## src/design/luhn_pkg.sv

```systemverilog
// Shared types and constants for the card number Luhn classifier.
// No dependencies; used by the interfaces, controller, datapath and top level.
package luhn_pkg;

   localparam int CARD_WIDTH   = 64;
   localparam int BCD_DIGITS   = 20;
   localparam int CONV_STEPS   = CARD_WIDTH;
   localparam int STEP_WIDTH   = $clog2(CONV_STEPS);
   localparam int IDX_WIDTH    = $clog2(BCD_DIGITS);
   localparam int COUNT_WIDTH  = 5;
   localparam int CLASS_WIDTH  = 2;

   typedef logic [CARD_WIDTH-1:0]         card_type;
   typedef logic [BCD_DIGITS-1:0][3:0]    bcd_type;
   typedef logic [CLASS_WIDTH-1:0]        class_type;
   typedef logic [COUNT_WIDTH-1:0]        count_type;
   typedef logic [IDX_WIDTH-1:0]          idx_type;

   localparam class_type CLASS_INVALID   = 2'd0;
   localparam class_type CLASS_PREFIX_3X = 2'd1;
   localparam class_type CLASS_PREFIX_5X = 2'd2;
   localparam class_type CLASS_LEAD_4    = 2'd3;

   typedef enum logic [1:0] {
      ST_IDLE,
      ST_CONVERT,
      ST_SCAN,
      ST_FINISH
   } state_type;

   typedef struct packed {
      logic    load;
      logic    convert;
      logic    scan;
      logic    publish;
      idx_type digit_idx;
   } cmd_type;

   // Double a decimal digit and fold the two product digits into one sum.
   function automatic logic [3:0] double_fold(input logic [3:0] d);
      logic [4:0] twice;
      twice = {d, 1'b0};
      if (twice >= 5'd10) begin
         return 4'(twice - 5'd9);
      end
      return twice[3:0];
   endfunction

endpackage

```

## src/design/luhn_req_if.sv

```systemverilog
// Request channel carrying one card number per transaction.
// Depends on luhn_pkg.
interface luhn_req_if;
   logic               valid;
   logic               ready;
   luhn_pkg::card_type card_number;

   modport source (output valid, output card_number, input ready);
   modport sink   (input valid, input card_number, output ready);
endinterface

```

## src/design/luhn_rsp_if.sv

```systemverilog
// Response channel carrying the class, Luhn flag and digit count.
// Depends on luhn_pkg.
interface luhn_rsp_if;
   logic                valid;
   logic                ready;
   luhn_pkg::class_type card_class;
   logic                luhn_ok;
   luhn_pkg::count_type digit_count;

   modport source (output valid, output card_class, output luhn_ok, output digit_count,
                   input ready);
   modport sink   (input valid, input card_class, input luhn_ok, input digit_count,
                   output ready);
endinterface

```

## src/design/luhn_ctrl.sv

```systemverilog
// Sequencer for the classifier: load, binary-to-BCD steps, digit scan, publish.
// Depends on luhn_pkg; drives the datapath through luhn_pkg::cmd_type.
module luhn_ctrl (
   input  logic              clock,
   input  logic              reset,
   input  logic              req_valid,
   output logic              req_ready,
   output logic              rsp_valid,
   input  logic              rsp_ready,
   output luhn_pkg::cmd_type cmd
);

   luhn_pkg::state_type                 state_ff, state_in;
   logic [luhn_pkg::STEP_WIDTH-1:0]     step_ff, step_in;
   logic                                out_valid_ff, out_valid_in;

   always_ff @(posedge clock) begin
      if (reset) begin
         state_ff     <= luhn_pkg::ST_IDLE;
         step_ff      <= '0;
         out_valid_ff <= 1'b0;
      end else begin
         state_ff     <= state_in;
         step_ff      <= step_in;
         out_valid_ff <= out_valid_in;
      end
   end

   always_comb begin
      state_in      = state_ff;
      step_in       = step_ff;
      out_valid_in  = out_valid_ff && !rsp_ready;
      req_ready     = 1'b0;
      cmd.load      = 1'b0;
      cmd.convert   = 1'b0;
      cmd.scan      = 1'b0;
      cmd.publish   = 1'b0;
      cmd.digit_idx = step_ff[luhn_pkg::IDX_WIDTH-1:0];
      unique case (state_ff)
         luhn_pkg::ST_IDLE: begin
            req_ready = 1'b1;
            if (req_valid) begin
               cmd.load = 1'b1;
               step_in  = '0;
               state_in = luhn_pkg::ST_CONVERT;
            end
         end
         luhn_pkg::ST_CONVERT: begin
            cmd.convert = 1'b1;
            if (step_ff == luhn_pkg::STEP_WIDTH'(luhn_pkg::CONV_STEPS - 1)) begin
               step_in  = '0;
               state_in = luhn_pkg::ST_SCAN;
            end else begin
               step_in = step_ff + 1'b1;
            end
         end
         luhn_pkg::ST_SCAN: begin
            cmd.scan = 1'b1;
            if (step_ff == luhn_pkg::STEP_WIDTH'(luhn_pkg::BCD_DIGITS - 1)) begin
               step_in  = '0;
               state_in = luhn_pkg::ST_FINISH;
            end else begin
               step_in = step_ff + 1'b1;
            end
         end
         luhn_pkg::ST_FINISH: begin
            if (!out_valid_ff || rsp_ready) begin
               cmd.publish  = 1'b1;
               out_valid_in = 1'b1;
               state_in     = luhn_pkg::ST_IDLE;
            end
         end
         default: state_in = luhn_pkg::ST_IDLE;
      endcase
   end

   assign rsp_valid = out_valid_ff;

endmodule

```

## src/design/luhn_dp.sv

```systemverilog
// Datapath: shift-and-add-3 BCD converter, digit scan for Luhn sum and count,
// and the result register. Depends on luhn_pkg.
module luhn_dp #(
   parameter int MAX_DIGITS = 19
) (
   input  logic                clock,
   input  luhn_pkg::cmd_type   cmd,
   input  luhn_pkg::card_type  card_number,
   output luhn_pkg::class_type card_class,
   output logic                luhn_ok,
   output luhn_pkg::count_type digit_count
);

   luhn_pkg::card_type  bin_ff, bin_in;
   luhn_pkg::bcd_type   bcd_ff, bcd_in, bcd_adj;
   logic [3:0]          total_ff, total_in;
   luhn_pkg::count_type count_ff, count_in;
   logic                over_ff, over_in;
   luhn_pkg::class_type class_ff, class_in;
   logic                ok_ff, ok_in;
   luhn_pkg::count_type dcount_ff, dcount_in;

   logic [3:0]          digit;
   logic [3:0]          weighted;
   logic [4:0]          sum;

   always_ff @(posedge clock) begin
      bin_ff    <= bin_in;
      bcd_ff    <= bcd_in;
      total_ff  <= total_in;
      count_ff  <= count_in;
      over_ff   <= over_in;
      class_ff  <= class_in;
      ok_ff     <= ok_in;
      dcount_ff <= dcount_in;
   end

   always_comb begin
      for (int i = 0; i < luhn_pkg::BCD_DIGITS; i++) begin
         bcd_adj[i] = (bcd_ff[i] >= 4'd5) ? 4'(bcd_ff[i] + 4'd3) : bcd_ff[i];
      end
   end

   assign digit    = bcd_ff[cmd.digit_idx];
   assign weighted = cmd.digit_idx[0] ? luhn_pkg::double_fold(digit) : digit;
   assign sum      = {1'b0, total_ff} + {1'b0, weighted};

   always_comb begin
      bin_in    = bin_ff;
      bcd_in    = bcd_ff;
      total_in  = total_ff;
      count_in  = count_ff;
      over_in   = over_ff;
      class_in  = class_ff;
      ok_in     = ok_ff;
      dcount_in = dcount_ff;
      if (cmd.load) begin
         bin_in   = card_number;
         bcd_in   = '0;
         total_in = '0;
         count_in = '0;
         over_in  = 1'b0;
      end else if (cmd.convert) begin
         {bcd_in, bin_in} = {bcd_adj, bin_ff} << 1;
      end else if (cmd.scan) begin
         total_in = (sum >= 5'd10) ? 4'(sum - 5'd10) : sum[3:0];
         if (digit != 4'd0) begin
            count_in = luhn_pkg::COUNT_WIDTH'(cmd.digit_idx) + 1'b1;
            if (luhn_pkg::COUNT_WIDTH'(cmd.digit_idx)
                >= luhn_pkg::COUNT_WIDTH'(MAX_DIGITS)) begin
               over_in = 1'b1;
            end
         end
      end else if (cmd.publish) begin
         if (over_ff) begin
            class_in  = luhn_pkg::CLASS_INVALID;
            ok_in     = 1'b0;
            dcount_in = luhn_pkg::COUNT_WIDTH'(MAX_DIGITS + 1);
         end else begin
            ok_in     = (total_ff == 4'd0);
            dcount_in = count_ff;
            class_in  = luhn_pkg::CLASS_INVALID;
            if (total_ff == 4'd0) begin
               priority if (count_ff == 5'd15 && bcd_ff[14] == 4'd3
                            && (bcd_ff[13] == 4'd4 || bcd_ff[13] == 4'd7)) begin
                  class_in = luhn_pkg::CLASS_PREFIX_3X;
               end else if (count_ff == 5'd16 && bcd_ff[15] == 4'd5
                            && bcd_ff[14] >= 4'd1 && bcd_ff[14] <= 4'd5) begin
                  class_in = luhn_pkg::CLASS_PREFIX_5X;
               end else if ((count_ff == 5'd13 && bcd_ff[12] == 4'd4)
                            || (count_ff == 5'd16 && bcd_ff[15] == 4'd4)) begin
                  class_in = luhn_pkg::CLASS_LEAD_4;
               end else begin
                  class_in = luhn_pkg::CLASS_INVALID;
               end
            end
         end
      end
   end

   assign card_class  = class_ff;
   assign luhn_ok     = ok_ff;
   assign digit_count = dcount_ff;

endmodule

```

## src/design/card_number_luhn_classifier.sv

```systemverilog
// Top level of the card number Luhn classifier.
// Depends on luhn_pkg, luhn_req_if, luhn_rsp_if, luhn_ctrl and luhn_dp.
//
// Usage:
//   req_bus carries one binary card number per transaction; rsp_bus returns
//   one transaction per request with the card class, the Luhn pass flag and
//   the decimal digit count. Numbers of 10^MAX_DIGITS or more report class 0,
//   luhn_ok 0 and a digit count of MAX_DIGITS + 1.
//   From acceptance to rsp valid each request goes through these steps: the
//   accepting edge loads the number, then 64 shift-and-add-3 steps of the
//   binary-to-BCD converter (one input bit per cycle), a scan of the 20 BCD
//   digits that builds the Luhn sum and the count, and a final state that
//   registers the result. One request is in work at a time and idle follows
//   the result, so a new request is taken only after the previous one is done.
//   The result sits in an output register: req_ready returns as soon as the
//   result is registered, so the next request can start while rsp waits.
//   If rsp_ready stays low, a finished request holds in the final state until
//   the output register frees up.
//   Synchronous active-high reset returns to idle and drops rsp valid; no
//   stored data needs clearing.
module card_number_luhn_classifier #(
   parameter int MAX_DIGITS = 19
) (
   input  logic       clock,
   input  logic       reset,
   luhn_req_if.sink   req_bus,
   luhn_rsp_if.source rsp_bus
);

   luhn_pkg::cmd_type cmd;

   luhn_ctrl u_ctrl (
      .clock     (clock),
      .reset     (reset),
      .req_valid (req_bus.valid),
      .req_ready (req_bus.ready),
      .rsp_valid (rsp_bus.valid),
      .rsp_ready (rsp_bus.ready),
      .cmd       (cmd)
   );

   luhn_dp #(
      .MAX_DIGITS (MAX_DIGITS)
   ) u_dp (
      .clock       (clock),
      .cmd         (cmd),
      .card_number (req_bus.card_number),
      .card_class  (rsp_bus.card_class),
      .luhn_ok     (rsp_bus.luhn_ok),
      .digit_count (rsp_bus.digit_count)
   );

endmodule
```

## src/flat_wrapper.sv

```systemverilog
// flat-port wrapper written by rule: the top's interface ports become plain ports
module card_number_luhn_classifier_flat 
#(
   parameter int MAX_DIGITS = 19
)
  (clock, reset, req_bus_valid, req_bus_card_number, req_bus_ready, rsp_bus_valid, rsp_bus_card_class, rsp_bus_luhn_ok, rsp_bus_digit_count, rsp_bus_ready);
  luhn_req_if req_bus_i ();
  luhn_rsp_if rsp_bus_i ();
  input  logic clock;
  input  logic reset;
  input wire logic [$bits(req_bus_i.valid)-1:0] req_bus_valid;
  input wire logic [$bits(req_bus_i.card_number)-1:0] req_bus_card_number;
  output wire logic [$bits(req_bus_i.ready)-1:0] req_bus_ready;
  output wire logic [$bits(rsp_bus_i.valid)-1:0] rsp_bus_valid;
  output wire logic [$bits(rsp_bus_i.card_class)-1:0] rsp_bus_card_class;
  output wire logic [$bits(rsp_bus_i.luhn_ok)-1:0] rsp_bus_luhn_ok;
  output wire logic [$bits(rsp_bus_i.digit_count)-1:0] rsp_bus_digit_count;
  input wire logic [$bits(rsp_bus_i.ready)-1:0] rsp_bus_ready;
  assign req_bus_i.valid = req_bus_valid;
  assign req_bus_i.card_number = req_bus_card_number;
  assign req_bus_ready = req_bus_i.ready;
  assign rsp_bus_valid = rsp_bus_i.valid;
  assign rsp_bus_card_class = rsp_bus_i.card_class;
  assign rsp_bus_luhn_ok = rsp_bus_i.luhn_ok;
  assign rsp_bus_digit_count = rsp_bus_i.digit_count;
  assign rsp_bus_i.ready = rsp_bus_ready;
  card_number_luhn_classifier #(.MAX_DIGITS(MAX_DIGITS)) u_core (.clock(clock), .reset(reset), .req_bus(req_bus_i), .rsp_bus(rsp_bus_i));
endmodule
```

## config.mk

```make
export PLATFORM = sky130hd
export DESIGN_NAME = card_number_luhn_classifier_flat
export DESIGN_NICKNAME = d
export VERILOG_FILES = /design/src/design/luhn_pkg.sv /design/src/design/luhn_req_if.sv /design/src/design/luhn_rsp_if.sv /design/src/design/luhn_ctrl.sv /design/src/design/luhn_dp.sv /design/src/design/card_number_luhn_classifier.sv /design/src/flat_wrapper.sv
export SDC_FILE = /design/constraint.sdc
export NUM_CORES = 1
export LEC_CHECK = 0
export ABC_AREA = 1
export BUFFER_PORTS_ARGS = -buffer_cell sky130_fd_sc_hd__buf_2
export CAP_MARGIN = 20
export CORE_MARGIN = 1.5
export CORE_UTILIZATION = 40
export DETAILED_ROUTE_END_ITERATION = 10
export GPL_TIMING_DRIVEN = 0
export PLACE_DENSITY = 0.57
export SLEW_MARGIN = 20
export SYNTH_ARGS = -nofsm -noshare
export SYNTH_HDL_FRONTEND = slang
export SYNTH_SLANG_ARGS = --single-unit
```

## constraint.sdc

```tcl
create_clock -name clock -period 5.5 [get_ports clock]
set_input_delay 1.1 -clock clock [delete_from_list [all_inputs] [get_ports clock]]
set_output_delay 1.1 -clock clock [all_outputs]
set_load 0.05 [all_outputs]
```

==> summary.txt <==
Status
  • Outcome: completed

Placement
  • Inst Count DP: ~1.6k
  • Final Wtd Congestion: approximately 0.87
  • Detail Placement HPWL: about 19 mm
  • PortBufs: between 70 and 80

Worst hold path
  • Hold Startpoint: u_core.u_dp.total_ff[2]$_SDFFE_PP0P_
  • Worst Hold Path EP: u_core.u_dp.total_ff[2]$_SDFFE_PP0P_
  • Hold Crit Depth: 2
  • Min-delay worst type: flop to flop

Timing
  • Total negative slack: 0 ns
  • Min Tclk post-route: 4.44 ns
  • Finish-stage setup viols: 0
  • Hold Vio Cnt, Final: 0
  • Period utilization: 80.8%
  • Hold Slack: roughly 0.5 ns
  • F_max: 225 MHz
  • RSZ-0062 raised after global routing: false
  • Clk_skew: between 0.015 and 0.02 ns
  • Max-slew violation count: 0
  • Max-slew headroom: around 46%
  • Least-Margin Pin Slew: a little over 0.8 ns

Global route
  • Gr ovfl total: 0
  • Largest net degree at the start of global routing: between 40 and 50
  • Antenna violations before repair: 1
  • Vias in the first global route: roughly 8.0k
  • GRT Total Usage: ~22%
  • Wire length of the first global-routing pass: between 40 and 50 mm

Finish
  • Area delta synth->final: 15.0%
  • Fraction of layout cells with a size suffix above 1: between 10% and 20%
  • Ant. Diodes: 0
  • Fin nets: between 1k and 1.5k
  • Final Non-Filler Cells: 1656

Setup path
  • Critical Path RT: between 5 and 6 ns
  • WP data arrival: ~4.7 ns
  • Worst flop-to-flop path startpoint: u_core.u_ctrl.step_ff[0]$_SDFFE_PP0P_
  • Reg-to-Reg End: u_core.u_dp.total_ff[2]$_SDFFE_PP0P_
  • Reg2Reg Depth: 25
  • CP endpoint kind: flop
  • R2r setup slk: around 1.1 ns
  • CP startpoint kind: flop
  • CP Max Fanout: 10
  • Setup CP Type: flop to flop

Logic synthesis
  • YS warnings: 0
  • Yosys cell types: 43
  • #FFs+latches synth: 171
  • Synth cell count leaders: nand2_1 (336), inv_1 (147), o21ai_0 (106)
  • Syn_area_per_cell: just under 8 sq um
  • Synth area leader: edfxtp_1
  • Number of enable flip-flop cells after synthesis: just over 70
  • Library cell with the highest instance count after synthesis: nand2_1
  • Post-Syn Area: ~9600 sq um
  • Synth top area share: a little under a quarter
  • Top post-synthesis cells by area: edfxtp_1 (23%), dfxtp_1 (21%), nand2_1 (13%), ha_1 (7.3%), inv_1 (5.8%)
  • Synthesized Nets: between 1k and 1.5k
  • Post-synthesis async set-or-reset flop share: 0%
  • Seq/Total Area, Yosys: 43.3%
  • Synth Flop Type: dfxtp_1
  • Mapped Cells: between 1k and 1.5k

Floorplanning
  • Initial core utilization: about two fifths
  • Chip width: 158 um
  • Die height: roughly 160 um
  • Die Area: between 20000 and 25000 sq um
  • # rows: between 50 and 60
  • IO Pins: between 70 and 80
  • Core Area: around 23000 sq um

Clock network
  • Post-CTS Setup Bufs: 0
  • Resized cells post-CTS: 0
  • Htree depth: 4
  • CTS Buf Count: 17
  • Clock transition at path regs: ~0.080 ns
  • Clk sinks: roughly 170
  • TritonCTS clock tree: built
  • Maximum clock path buffer count: 2
  • Root buf cell: clkbuf_16
  • Clock Latency Late Sink: 0.45 ns
  • Post-CTS Hold Fix Bufs: 0

Routing
  • 1st-iter DRT viols: 557
  • Post-route ant nets: 0
  • Number of vias per cell: between 5 and 6
  • DR WL/cell: 15.9 um
  • WL final: about 26 mm
  • # DRC: 0
  • First-pass DRT Iterations: 5
  • DR vias: 8436

Power and ir drop
  • Worst vdd ir: 0.227 mV
  • LEAKAGE: 4.82 nW
  • PwrDens: 529 nW/um^2

Flow run
  • Max-cap violations: 0
-- metal layers --
layer | vias to the layer above | share of wire (%) | GRT usage (%)
met5 | - | 0.046 | 0
li1 | 4286 | - | -
met1 | 3917 | 47 | 29.4
met3 | 36 | 3.9 | 3.04
met2 | 195 | 47 | 37.3
met4 | 2 | 2.1 | 7.50
-- metrics by stage --
stage / instance area, sq um / power, mW / setup slack (ns) / utilization (%)
final: 11000 / 5.82 / 1.06 / 46.9
after CTS: 11000 / 5.85 / 1.05 / 46.9
after detailed placement: 10400 / 4.58 / 1.06 / 44.2
after global placement: 10400 / 4.54 / -0.843 / 44.1
after global routing: 11000 / 6.28 / 0.721 / 46.9
after floorplan: 9570 / 3.83 / 1.15 / -
-- where the power goes --
part           switching (mW)  internal, mW
clock                   0.638         0.629
sequential              0.264          1.89
combinational            1.61         0.793
-- worst max-delay path by stage --
stage / start / endpoint / slack (ns) / cells after the start
finish: u_core.u_ctrl.step_ff[0]$_SDFFE_PP0P_ / u_core.u_dp.total_ff[2]$_SDFFE_PP0P_ / 1.06 / 25
global route: u_core.u_ctrl.step_ff[0]$_SDFFE_PP0P_ / u_core.u_dp.total_ff[2]$_SDFFE_PP0P_ / 0.72 / 26
CTS: u_core.u_ctrl.step_ff[0]$_SDFFE_PP0P_ / u_core.u_dp.total_ff[2]$_SDFFE_PP0P_ / 1.05 / 25
detailed placement: u_core.u_ctrl.step_ff[0]$_SDFFE_PP0P_ / u_core.u_dp.total_ff[2]$_SDFFE_PP0P_ / 1.06 / 25
global placement: req_bus_valid / u_core.u_dp.card_class[1]$_SDFFCE_PP0P_ / -0.84 / 5
floorplan: req_bus_valid / u_core.u_dp.card_class[0]$_SDFFCE_PP0P_ / 1.15 / 4
-- cells in the final DEF (no fill, tap or decap), types with 8 or more instances in the layout --
cell type  synthesis  routed
dfxtp_1           99      99
buf_4              8       8
o211ai_1          12      12
o32ai_1           21      21
a21oi_1           78      78
clkbuf_1          36      35
a31oi_1           19      19
ha_1              56      56
clkbuf_16          0      17
o21ai_1           10      10
buf_2              5      82
nand3_1           60      60
or2_2             21      21
o31ai_1           16      16
xor2_1            21      21
o22ai_1           19      19
o21ai_0          106     106
nor2_1            40      40
inv_1            147     147
edfxtp_1          72      72
nand2_1          336     336
-- logic make-up after synthesis --
logic type | synth area share (%)
AOI/OAI and AO/OA | 17.4
xor gates and xnor gates | 2.11
adders and majority gates | 7.53
buffers and inverters | 8.74
DFF | 43.3
and+or+nand+nor | 20.9
-- flip-flops by register name (all words and copies together) (netlist names), 2 cells and up --
name,flops
u_core.u_dp.count_ff,5
u_core.u_dp.card_class,2
u_core.u_ctrl.step_ff,6
u_core.u_dp.total_ff,4
u_core.u_dp.digit_count,5
u_core.u_dp.bcd_ff,80
u_core.u_ctrl.state_ff,2
u_core.u_dp.bin_ff,64
-- final cells by class --
| cell class | instances | area (sq um) |
|---|---|---|
| buffer | 54 | 258 |
| timing repair buffer | 78 | 413 |
| clock buffer | 17 | 425 |
| multi-input combinational | 847 | 4590 |
| clock inverter | 15 | 191 |
| sequential | 171 | 4140 |
| fill | 2363 | 12500 |
| inverter | 155 | 582 |
| tap | 319 | 399 |
-- critical path, stage by stage, from the launching register on --
cell      delay [ns]
dfxtp_1         0.41
inv_2           0.08
clkbuf_1        0.36
a21oi_1         0.12
o21ai_0         0.08
nand3_1         0.10
nand3_1         0.09
nand3_1         0.17
a21boi_2        0.31
ha_1            0.23
inv_1           0.09
or2_2           0.28
nand2_1         0.11
nand2_2         0.08
nand2_2         0.09
o21ai_0         0.10
ha_1            0.21
inv_1           0.07
fa_1            0.46
or2_2           0.29
o21ai_0         0.16
nand2_1         0.07
nand2_1         0.11
a21oi_1         0.08
o21ai_0         0.08
a21oi_1         0.08
(Power assumes the default switching activity.)
